**config.mk**
```make
export PLATFORM = sky130hd
export DESIGN_NAME = bfa_walker
export DESIGN_NICKNAME = d
export VERILOG_FILES = /design/src/rtl/bfa_pkg.sv /design/src/rtl/bfa_walker.sv
export SDC_FILE = /design/constraint.sdc
export NUM_CORES = 1
export LEC_CHECK = 0
export BUFFER_PORTS_ARGS = -buffer_cell sky130_fd_sc_hd__buf_2
export CORE_MARGIN = 4
export CORE_UTILIZATION = 50
export DETAILED_ROUTE_END_ITERATION = 8
export GPL_TIMING_DRIVEN = 0
export HOLD_SLACK_MARGIN = 0.08
export PLACE_DENSITY = 0.81
export SYNTH_ARGS = -nofsm -noshare
export SYNTH_HDL_FRONTEND = slang
export SYNTH_SLANG_ARGS = --single-unit
export TNS_END_PERCENT = 20
```
**constraint.sdc**
```tcl
create_clock -name clk -period 4.3 [get_ports clk]
set_input_delay 0.215 -clock clk [delete_from_list [all_inputs] [get_ports clk]]
set_output_delay 0.215 -clock clk [all_outputs]
set_load 0.1 [all_outputs]
```
**src/rtl/bfa_pkg.sv**
```systemverilog
// Shared types, constants and helpers for the buddy frame allocator.
package bfa_pkg;

	localparam int LEVELS    = 11;
	localparam int PAGE_BITS = 12;

	localparam int IDX_W   = LEVELS + 1;
	localparam int ROW_W   = LEVELS;
	localparam int DEPTH_W = $clog2(LEVELS + 1);
	localparam int SPAN_W  = PAGE_BITS + LEVELS;
	localparam int ADDR_W  = 23;
	localparam int PAGES_W = 12;
	localparam int COUNT_W = 12;
	localparam int ABIT_W  = $clog2(ADDR_W);

	typedef enum logic [1:0] {
		NODE_FREE  = 2'd0,
		NODE_PART  = 2'd1,
		NODE_ALLOC = 2'd2,
		NODE_FULL  = 2'd3
	} node_t;

	typedef node_t [1:0] node_pair_t;

	typedef enum logic [1:0] {
		STAT_OK         = 2'd0,
		STAT_ALLOC_FAIL = 2'd1,
		STAT_NOT_FOUND  = 2'd2
	} status_t;

	typedef enum logic {
		OP_ALLOC = 1'b0,
		OP_FREE  = 1'b1
	} op_t;

	typedef enum logic [3:0] {
		ST_CLEAR,
		ST_IDLE,
		ST_ROOT,
		ST_A_ENTER,
		ST_A_KIDS,
		ST_A_CHOOSE,
		ST_A_TGT,
		ST_A_RET,
		ST_A_POST,
		ST_F_ENTER,
		ST_F_OWN,
		ST_F_UP,
		ST_F_KIDS,
		ST_F_OWN2
	} walk_state_t;

	typedef struct packed {
		logic             rd_en;
		logic [ROW_W-1:0] rd_row;
		logic             wr_en;
		logic [ROW_W-1:0] wr_row;
		logic [1:0]       wr_be;
		node_pair_t       wr_data;
	} mem_req_t;

	typedef struct packed {
		logic              valid;
		op_t               mode;
		logic              ok;
		status_t           status;
		logic [ADDR_W-1:0] addr;
	} walk_res_t;

	// Depth of the smallest block that still holds the request.
	function automatic logic [DEPTH_W-1:0] target_depth(input logic [PAGES_W-1:0] pages);
		logic [DEPTH_W-1:0] t;
		t = DEPTH_W'(LEVELS);
		for (int i = LEVELS - 1; i >= 0; i--) begin
			if (32'(pages) > (32'd1 << (LEVELS - i - 1)))
				t = DEPTH_W'(i);
		end
		return t;
	endfunction

	// Byte address of the first page covered by a node.
	function automatic logic [ADDR_W-1:0] block_base(input logic [IDX_W-1:0] idx,
		input logic [DEPTH_W-1:0] d);
		logic [IDX_W-1:0]  pos;
		logic [SPAN_W-1:0] wide;
		pos  = idx & ~({IDX_W{1'b1}} << d);
		wide = SPAN_W'(pos) << (SPAN_W - 32'(d));
		return ADDR_W'(wide);
	endfunction

endpackage

```
**src/rtl/bfa_walker.sv**
```systemverilog
// Tree walk sequencer: clearing pass, allocate search with backtracking, free and merge.
module bfa_walker (
	input  logic                        clk,
	input  logic                        arst_n,
	input  logic                        start,
	input  logic                        mode,
	input  logic [bfa_pkg::PAGES_W-1:0] page_count,
	input  logic [bfa_pkg::ADDR_W-1:0]  block_address,
	output logic                        busy,
	output bfa_pkg::mem_req_t           mem,
	input  bfa_pkg::node_pair_t         rd_data,
	output bfa_pkg::walk_res_t          res
);

	localparam int IW = bfa_pkg::IDX_W;
	localparam int RW = bfa_pkg::ROW_W;
	localparam int DW = bfa_pkg::DEPTH_W;
	localparam int AW = bfa_pkg::ADDR_W;

	bfa_pkg::walk_state_t state_q, state_d;
	logic [IW-1:0]        idx_q, idx_d;
	logic [DW-1:0]        d_q, d_d;
	logic [DW-1:0]        tdepth_q, tdepth_d;
	logic                 side_q, side_d;
	logic                 ret_q, ret_d;
	bfa_pkg::node_pair_t  pair_q, pair_d;
	logic [AW-1:0]        grant_q, grant_d;
	logic [AW-1:0]        addr_q, addr_d;
	logic [RW-1:0]        clr_q, clr_d;
	bfa_pkg::node_t       own;
	logic                 aligned;
	logic [bfa_pkg::ABIT_W-1:0] bit_idx;

	always_ff @(posedge clk or negedge arst_n) begin
		if (!arst_n) begin
			state_q <= bfa_pkg::ST_CLEAR;
			clr_q   <= '0;
		end else begin
			state_q <= state_d;
			clr_q   <= clr_d;
		end
	end

	always_ff @(posedge clk) begin
		idx_q    <= idx_d;
		d_q      <= d_d;
		tdepth_q <= tdepth_d;
		side_q   <= side_d;
		ret_q    <= ret_d;
		pair_q   <= pair_d;
		grant_q  <= grant_d;
		addr_q   <= addr_d;
	end

	assign own     = rd_data[idx_q[0]];
	assign aligned = (addr_q & ~({AW{1'b1}} << (bfa_pkg::SPAN_W - 32'(d_q)))) == '0;
	assign bit_idx = bfa_pkg::ABIT_W'(bfa_pkg::SPAN_W - 1 - 32'(d_q));

	always_comb begin
		state_d  = state_q;
		idx_d    = idx_q;
		d_d      = d_q;
		tdepth_d = tdepth_q;
		side_d   = side_q;
		ret_d    = ret_q;
		pair_d   = pair_q;
		grant_d  = grant_q;
		addr_d   = addr_q;
		clr_d    = clr_q;
		mem      = '0;
		res      = '0;
		busy     = 1'b1;
		case (state_q)
			bfa_pkg::ST_CLEAR: begin
				mem.wr_en   = 1'b1;
				mem.wr_row  = clr_q;
				mem.wr_be   = 2'b11;
				mem.wr_data = {bfa_pkg::NODE_FREE, bfa_pkg::NODE_FREE};
				clr_d       = clr_q + 1'b1;
				if (clr_q == '1)
					state_d = bfa_pkg::ST_IDLE;
			end
			bfa_pkg::ST_IDLE: begin
				busy = 1'b0;
				if (start) begin
					addr_d   = block_address;
					tdepth_d = bfa_pkg::target_depth(page_count);
					idx_d    = IW'(1);
					d_d      = '0;
					if (mode == bfa_pkg::OP_FREE) begin
						state_d = bfa_pkg::ST_F_ENTER;
					end else if (page_count == '0 ||
						32'(page_count) > (32'd1 << bfa_pkg::LEVELS)) begin
						// Answer a bad page count from the return step at the root.
						ret_d   = 1'b0;
						state_d = bfa_pkg::ST_A_RET;
					end else begin
						mem.rd_en  = 1'b1;
						mem.rd_row = '0;
						state_d    = bfa_pkg::ST_ROOT;
					end
				end
			end
			bfa_pkg::ST_ROOT: begin
				if (rd_data[1] >= bfa_pkg::NODE_ALLOC) begin
					res.valid  = 1'b1;
					res.mode   = bfa_pkg::OP_ALLOC;
					res.status = bfa_pkg::STAT_ALLOC_FAIL;
					state_d    = bfa_pkg::ST_IDLE;
				end else begin
					state_d = bfa_pkg::ST_A_ENTER;
				end
			end
			bfa_pkg::ST_A_ENTER: begin
				mem.rd_en = 1'b1;
				if (d_q == tdepth_q) begin
					mem.rd_row = idx_q[IW-1:1];
					state_d    = bfa_pkg::ST_A_TGT;
				end else begin
					mem.rd_row = idx_q[RW-1:0];
					side_d     = 1'b0;
					state_d    = bfa_pkg::ST_A_KIDS;
				end
			end
			bfa_pkg::ST_A_KIDS: begin
				pair_d  = rd_data;
				state_d = bfa_pkg::ST_A_CHOOSE;
			end
			bfa_pkg::ST_A_CHOOSE: begin
				if (pair_q[side_q] <= bfa_pkg::NODE_PART) begin
					idx_d   = {idx_q[IW-2:0], side_q};
					d_d     = d_q + 1'b1;
					state_d = bfa_pkg::ST_A_ENTER;
				end else if (!side_q) begin
					side_d = 1'b1;
				end else begin
					ret_d   = 1'b0;
					state_d = bfa_pkg::ST_A_RET;
				end
			end
			bfa_pkg::ST_A_TGT: begin
				if (own == bfa_pkg::NODE_PART) begin
					ret_d = 1'b0;
				end else begin
					mem.wr_en   = 1'b1;
					mem.wr_row  = idx_q[IW-1:1];
					mem.wr_be   = 2'b01 << idx_q[0];
					mem.wr_data = {bfa_pkg::NODE_ALLOC, bfa_pkg::NODE_ALLOC};
					ret_d       = 1'b1;
					grant_d     = bfa_pkg::block_base(idx_q, d_q);
				end
				state_d = bfa_pkg::ST_A_RET;
			end
			bfa_pkg::ST_A_RET: begin
				if (d_q == '0) begin
					res.valid  = 1'b1;
					res.mode   = bfa_pkg::OP_ALLOC;
					res.ok     = ret_q;
					res.status = ret_q ? bfa_pkg::STAT_OK : bfa_pkg::STAT_ALLOC_FAIL;
					res.addr   = ret_q ? grant_q : '0;
					state_d    = bfa_pkg::ST_IDLE;
				end else begin
					side_d     = idx_q[0];
					idx_d      = idx_q >> 1;
					d_d        = d_q - 1'b1;
					mem.rd_en  = 1'b1;
					mem.rd_row = idx_q[IW-1:1];
					state_d    = bfa_pkg::ST_A_POST;
				end
			end
			bfa_pkg::ST_A_POST: begin
				pair_d     = rd_data;
				mem.wr_row = idx_q[IW-1:1];
				mem.wr_be  = 2'b01 << idx_q[0];
				if (rd_data[0] >= bfa_pkg::NODE_ALLOC && rd_data[1] >= bfa_pkg::NODE_ALLOC) begin
					mem.wr_en   = 1'b1;
					mem.wr_data = {bfa_pkg::NODE_FULL, bfa_pkg::NODE_FULL};
					state_d     = bfa_pkg::ST_A_RET;
				end else if (ret_q) begin
					mem.wr_en   = 1'b1;
					mem.wr_data = {bfa_pkg::NODE_PART, bfa_pkg::NODE_PART};
					state_d     = bfa_pkg::ST_A_RET;
				end else if (!side_q) begin
					side_d  = 1'b1;
					state_d = bfa_pkg::ST_A_CHOOSE;
				end else begin
					state_d = bfa_pkg::ST_A_RET;
				end
			end
			bfa_pkg::ST_F_ENTER: begin
				mem.rd_en  = 1'b1;
				mem.rd_row = idx_q[IW-1:1];
				state_d    = bfa_pkg::ST_F_OWN;
			end
			bfa_pkg::ST_F_OWN: begin
				if (aligned && own == bfa_pkg::NODE_ALLOC) begin
					mem.wr_en   = 1'b1;
					mem.wr_row  = idx_q[IW-1:1];
					mem.wr_be   = 2'b01 << idx_q[0];
					mem.wr_data = {bfa_pkg::NODE_FREE, bfa_pkg::NODE_FREE};
					state_d     = bfa_pkg::ST_F_UP;
				end else if (d_q == DW'(bfa_pkg::LEVELS)) begin
					res.valid  = 1'b1;
					res.mode   = bfa_pkg::OP_FREE;
					res.status = bfa_pkg::STAT_NOT_FOUND;
					state_d    = bfa_pkg::ST_IDLE;
				end else begin
					idx_d   = {idx_q[IW-2:0], addr_q[bit_idx]};
					d_d     = d_q + 1'b1;
					state_d = bfa_pkg::ST_F_ENTER;
				end
			end
			bfa_pkg::ST_F_UP: begin
				if (d_q == '0) begin
					res.valid  = 1'b1;
					res.mode   = bfa_pkg::OP_FREE;
					res.ok     = 1'b1;
					res.status = bfa_pkg::STAT_OK;
					state_d    = bfa_pkg::ST_IDLE;
				end else begin
					idx_d      = idx_q >> 1;
					d_d        = d_q - 1'b1;
					mem.rd_en  = 1'b1;
					mem.rd_row = idx_q[IW-1:1];
					state_d    = bfa_pkg::ST_F_KIDS;
				end
			end
			bfa_pkg::ST_F_KIDS: begin
				pair_d     = rd_data;
				mem.rd_en  = 1'b1;
				mem.rd_row = idx_q[IW-1:1];
				state_d    = bfa_pkg::ST_F_OWN2;
			end
			bfa_pkg::ST_F_OWN2: begin
				mem.wr_row = idx_q[IW-1:1];
				mem.wr_be  = 2'b01 << idx_q[0];
				if (pair_q[0] == bfa_pkg::NODE_FREE && pair_q[1] == bfa_pkg::NODE_FREE) begin
					mem.wr_en   = 1'b1;
					mem.wr_data = {bfa_pkg::NODE_FREE, bfa_pkg::NODE_FREE};
				end else if (own == bfa_pkg::NODE_FULL) begin
					mem.wr_en   = 1'b1;
					mem.wr_data = {bfa_pkg::NODE_PART, bfa_pkg::NODE_PART};
				end
				state_d = bfa_pkg::ST_F_UP;
			end
			default: begin
				state_d = bfa_pkg::ST_IDLE;
			end
		endcase
	end

endmodule

```
==> summary.md <==
| Metric | Value |
|---|---|
| Status | `finished, final reports clean` |
| Setup TNS Final | `0 ns` |
| CTS tree | `yes` |
| First-pass DRT Iterations | `5` |
| Antenna cell count | `0` |
| Library cells used by synthesis | `76` |
| Fillers | `898` |
| Synthesized flop and latch total | `86` |
| Crit end category | `output pin` |
| Post-synthesis sequential area ratio | `about 44%` |
| Vias in the first global route | `~5300` |
| Worst path arrival time | `between 4 and 5 ns` |
| Clk buf depth | `2` |
| Synth top area share | `37.2%` |
| Port buffer count | `100` |
| Final hold violation count | `0` |
| Final nets | `770` |
| Hold Path Origin | `rd_data[2]` |
| DRT Wirelength | `16700 µm` |
| PD cells | `817 mW/mm²` |
| R2R setup slack | `0.80 ns` |
| First-pass GRT wire length | `~27000 µm` |
| Chip height | `115 µm` |
| Via count | `5399` |
| Worst-skew pair later-pin latency | `0.35 ns` |
| Rows | `38` |
| Worst Hold End | `pair_q[2]` |
| Worst reg2reg endpoint | `idx_q[5]` |
| Total GRT Usage | `25.7%` |
| I/O Pins | `102` |
| Worst hold stages | `1` |
| Mapped cell area | `0.00574 mm²` |
| Min cycle time layout | `4.25 ns` |
| Core Util, Final | `64.2%` |
| Initial Util | `52.0%` |
| Die Area | `about 0.013 mm²` |
| Dpl ws | `0.161 ns` |
| Post-route DRC violation count | `0` |
| Top post-synthesis cells by area | `edfxtp_1 (37%), dfrtp_1 (6.5%), a22o_1 (3.2%), and2_1 (3.2%), mux4_2 (3.1%)` |
| Initial antenna violation count | `0` |
| VDD IR-drop max | `around 0.76 mV` |
| Critical R2R Launch | `d_q[1]` |
| Synthesized area per cell | `10.0 µm²` |
| Area leader, netlist | `edfxtp_1` |
| P_leak | `2.79 nW` |
| Number of clock sinks | `86` |
| Critical path class | `flop to output pin` |
| Worst Slack Setup Final | `between 0.04 and 0.05 ns` |
| Largest net degree at the start of global routing | `28` |
| Cts bufs inserted | `9` |
| Max_cap viols | `0` |
| CP startpoint kind | `flop` |
| Clock skew after layout | `0.00823 ns` |
| Post-synth EDFFs | `71` |
| Placeable Area | `0.0110 mm²` |
| Grt ovf | `0` |
| RSZ-0062 raised after global routing | `yes` |
| Initial DRC Count | `~500` |
| Multi-input combinational cell area | `0.00300 mm²` |
| Die width | `115 µm` |
| Number of setup buffers added after CTS | `0` |
| Ys flop type | `edfxtp_1` |
| Reg area | `between 0.002 and 0.003 mm²` |
| Synth Instances | `573` |
| R2r worst-path depth | `10` |
| Maximum clock frequency | `0.235 GHz` |
| Fraction of layout cells with a size suffix above 1 | `21.5%` |
| Final HPWL DP | `12100 µm` |
| Post-DRT Antenna Nets | `0` |
| Critical path fanouts, max | `11` |
| WP data required | `4.09 ns` |
| Total Power | `0.00578 W` |
| WL/cell | `19.4 µm` |
| Synthesis-to-layout area growth | `23.4%` |
| Final max-slew violation count | `0` |
| Placed Cells | `821` |
| CTS H-tree lvls | `3` |
| Reg clk slew, reported paths | `approximately 0.06 ns` |
| Synth async-reset ratio | `17.4%` |
| Most frequent cell after synthesis | `edfxtp_1` |
| Finish-stage setup viols | `0` |
| Vias per cell | `6.26` |
| Fin cells | `862` |
| Rel. slew slack | `33.7%` |
| Post-synth top cells | `edfxtp_1 (71), nand2_1 (47), nor2_1 (34)` |
| Root buf cell | `clkbuf_16` |
| Slew @ Worst Pin | `0.994 ns` |
| Routability cong. | `about 1` |
| Synth warn | `0` |
| Tightest Hold Check Type | `input port to flop` |
| Final period util | `98.9%` |
logic make-up (layout without fill, tap and decap cells):
family,Yosys count,count (layout),share of synthesized area (%)
flip-flops,86,86,43.7
XOR/XNOR,19,19,2.90
AND/OR/NAND/NOR,208,208,19.2
buffers and inverters,64,206,4.82
adder cells (fa/ha/maj),10,10,2.31
AO/OA/AOI/OAI,169,169,22.1
other,1,8,0.0654
multiplexers,16,16,4.89
flip-flops by register name, summed over array words and instances, names as in the netlist:
register and count:
addr_q 23, clr_q 11, d_q 4, grant_q 22, idx_q 12, pair_q 4, ret_q 1, side_q 1
state_q 4, tdepth_q 4
layout make-up:
type,instances,share of cell area (%)
inverter,18,1.01
buffer,46,2.99
sequential,86,35.4
timing repair buffer,126,11.4
multi-input combinational,430,42.4
clock buffer,10,3.24
tap,140,2.48
clock inverter,6,0.990
per-layer routing:
layer	GRT usage, %	wire [µm]
met1	33.7	6660
met2	42.6	8230
met3	5.21	1270
met4	9.15	538
met5	0	0
power breakdown:
part	internal [W]	switching, W
sequential	0.00121	0.000230
clock	0.000455	0.000336
combinational	0.00106	0.00248
worst max-delay path: stages (launching register included):
cell and delay (ns):
edfxtp_1 0.56, inv_1 0.28, clkbuf_1 0.46, ha_1 0.33, nor3b_2 0.50, nand3_1 0.21, nor2_1 0.41, clkbuf_1 0.34
and2_1 0.18, buf_2 0.42
worst max-delay path by stage:
stage          startpoint  cells past startpoint        end  slack (ns)
2_1_floorplan      d_q[0]                     10    mem[11]       -0.05
3_3_place_gp       d_q[0]                      9  idx_q[10]       -0.08
3_5_place_dp       d_q[1]                      9    res[21]        0.16
4_1_cts            d_q[0]                     10    res[26]       -0.04
5_1_grt            d_q[1]                      9    res[13]       -0.11
6_report           d_q[1]                      9     res[3]        0.05
layout by cell type, fill, tap and decap left out, types with 6 or more instances in the layout:
cell | Yosys | final
nor3_1 | 14 | 14
nand2b_1 | 11 | 11
nor2b_1 | 16 | 16
dfrtp_1 | 15 | 15
buf_6 | 1 | 8
nand3_1 | 15 | 15
conb_1 | 1 | 8
o31ai_1 | 6 | 6
a21o_1 | 6 | 6
inv_1 | 16 | 16
a21oi_1 | 30 | 30
dlygate4sd3_1 | 0 | 25
nor4_1 | 7 | 7
and2_1 | 29 | 29
a22oi_1 | 7 | 7
xnor2_1 | 12 | 12
xor2_1 | 7 | 7
edfxtp_1 | 71 | 71
a41oi_1 | 6 | 6
a22o_1 | 21 | 21
clkbuf_16 | 0 | 9
nand2_1 | 47 | 47
buf_2 | 5 | 94
mux4_2 | 8 | 8
clkbuf_1 | 31 | 32
a221oi_1 | 6 | 6
nand4_1 | 6 | 6
ha_1 | 9 | 9
nor2_1 | 34 | 34
a31oi_1 | 9 | 9
o21ai_0 | 21 | 21
metrics by stage:
stage	instance area [µm²]	hold slack, ns
6_report	7080	0.0909
5_1_grt	7080	0.0815
4_1_cts	7030	0.0852
3_5_place_dp	6460	0.149
3_3_place_gp	6440	0.136
2_1_floorplan	5770	-0.0806
what timing repair did:
action | in CTS | in global routing
hold buffers | 25 | 0
setup endpoints to repair | 25 | 37
resized for setup | 5 | 19
endpoints found under the hold margin | 39 | 0
Note: power is estimated with default switching activity, not from simulation.
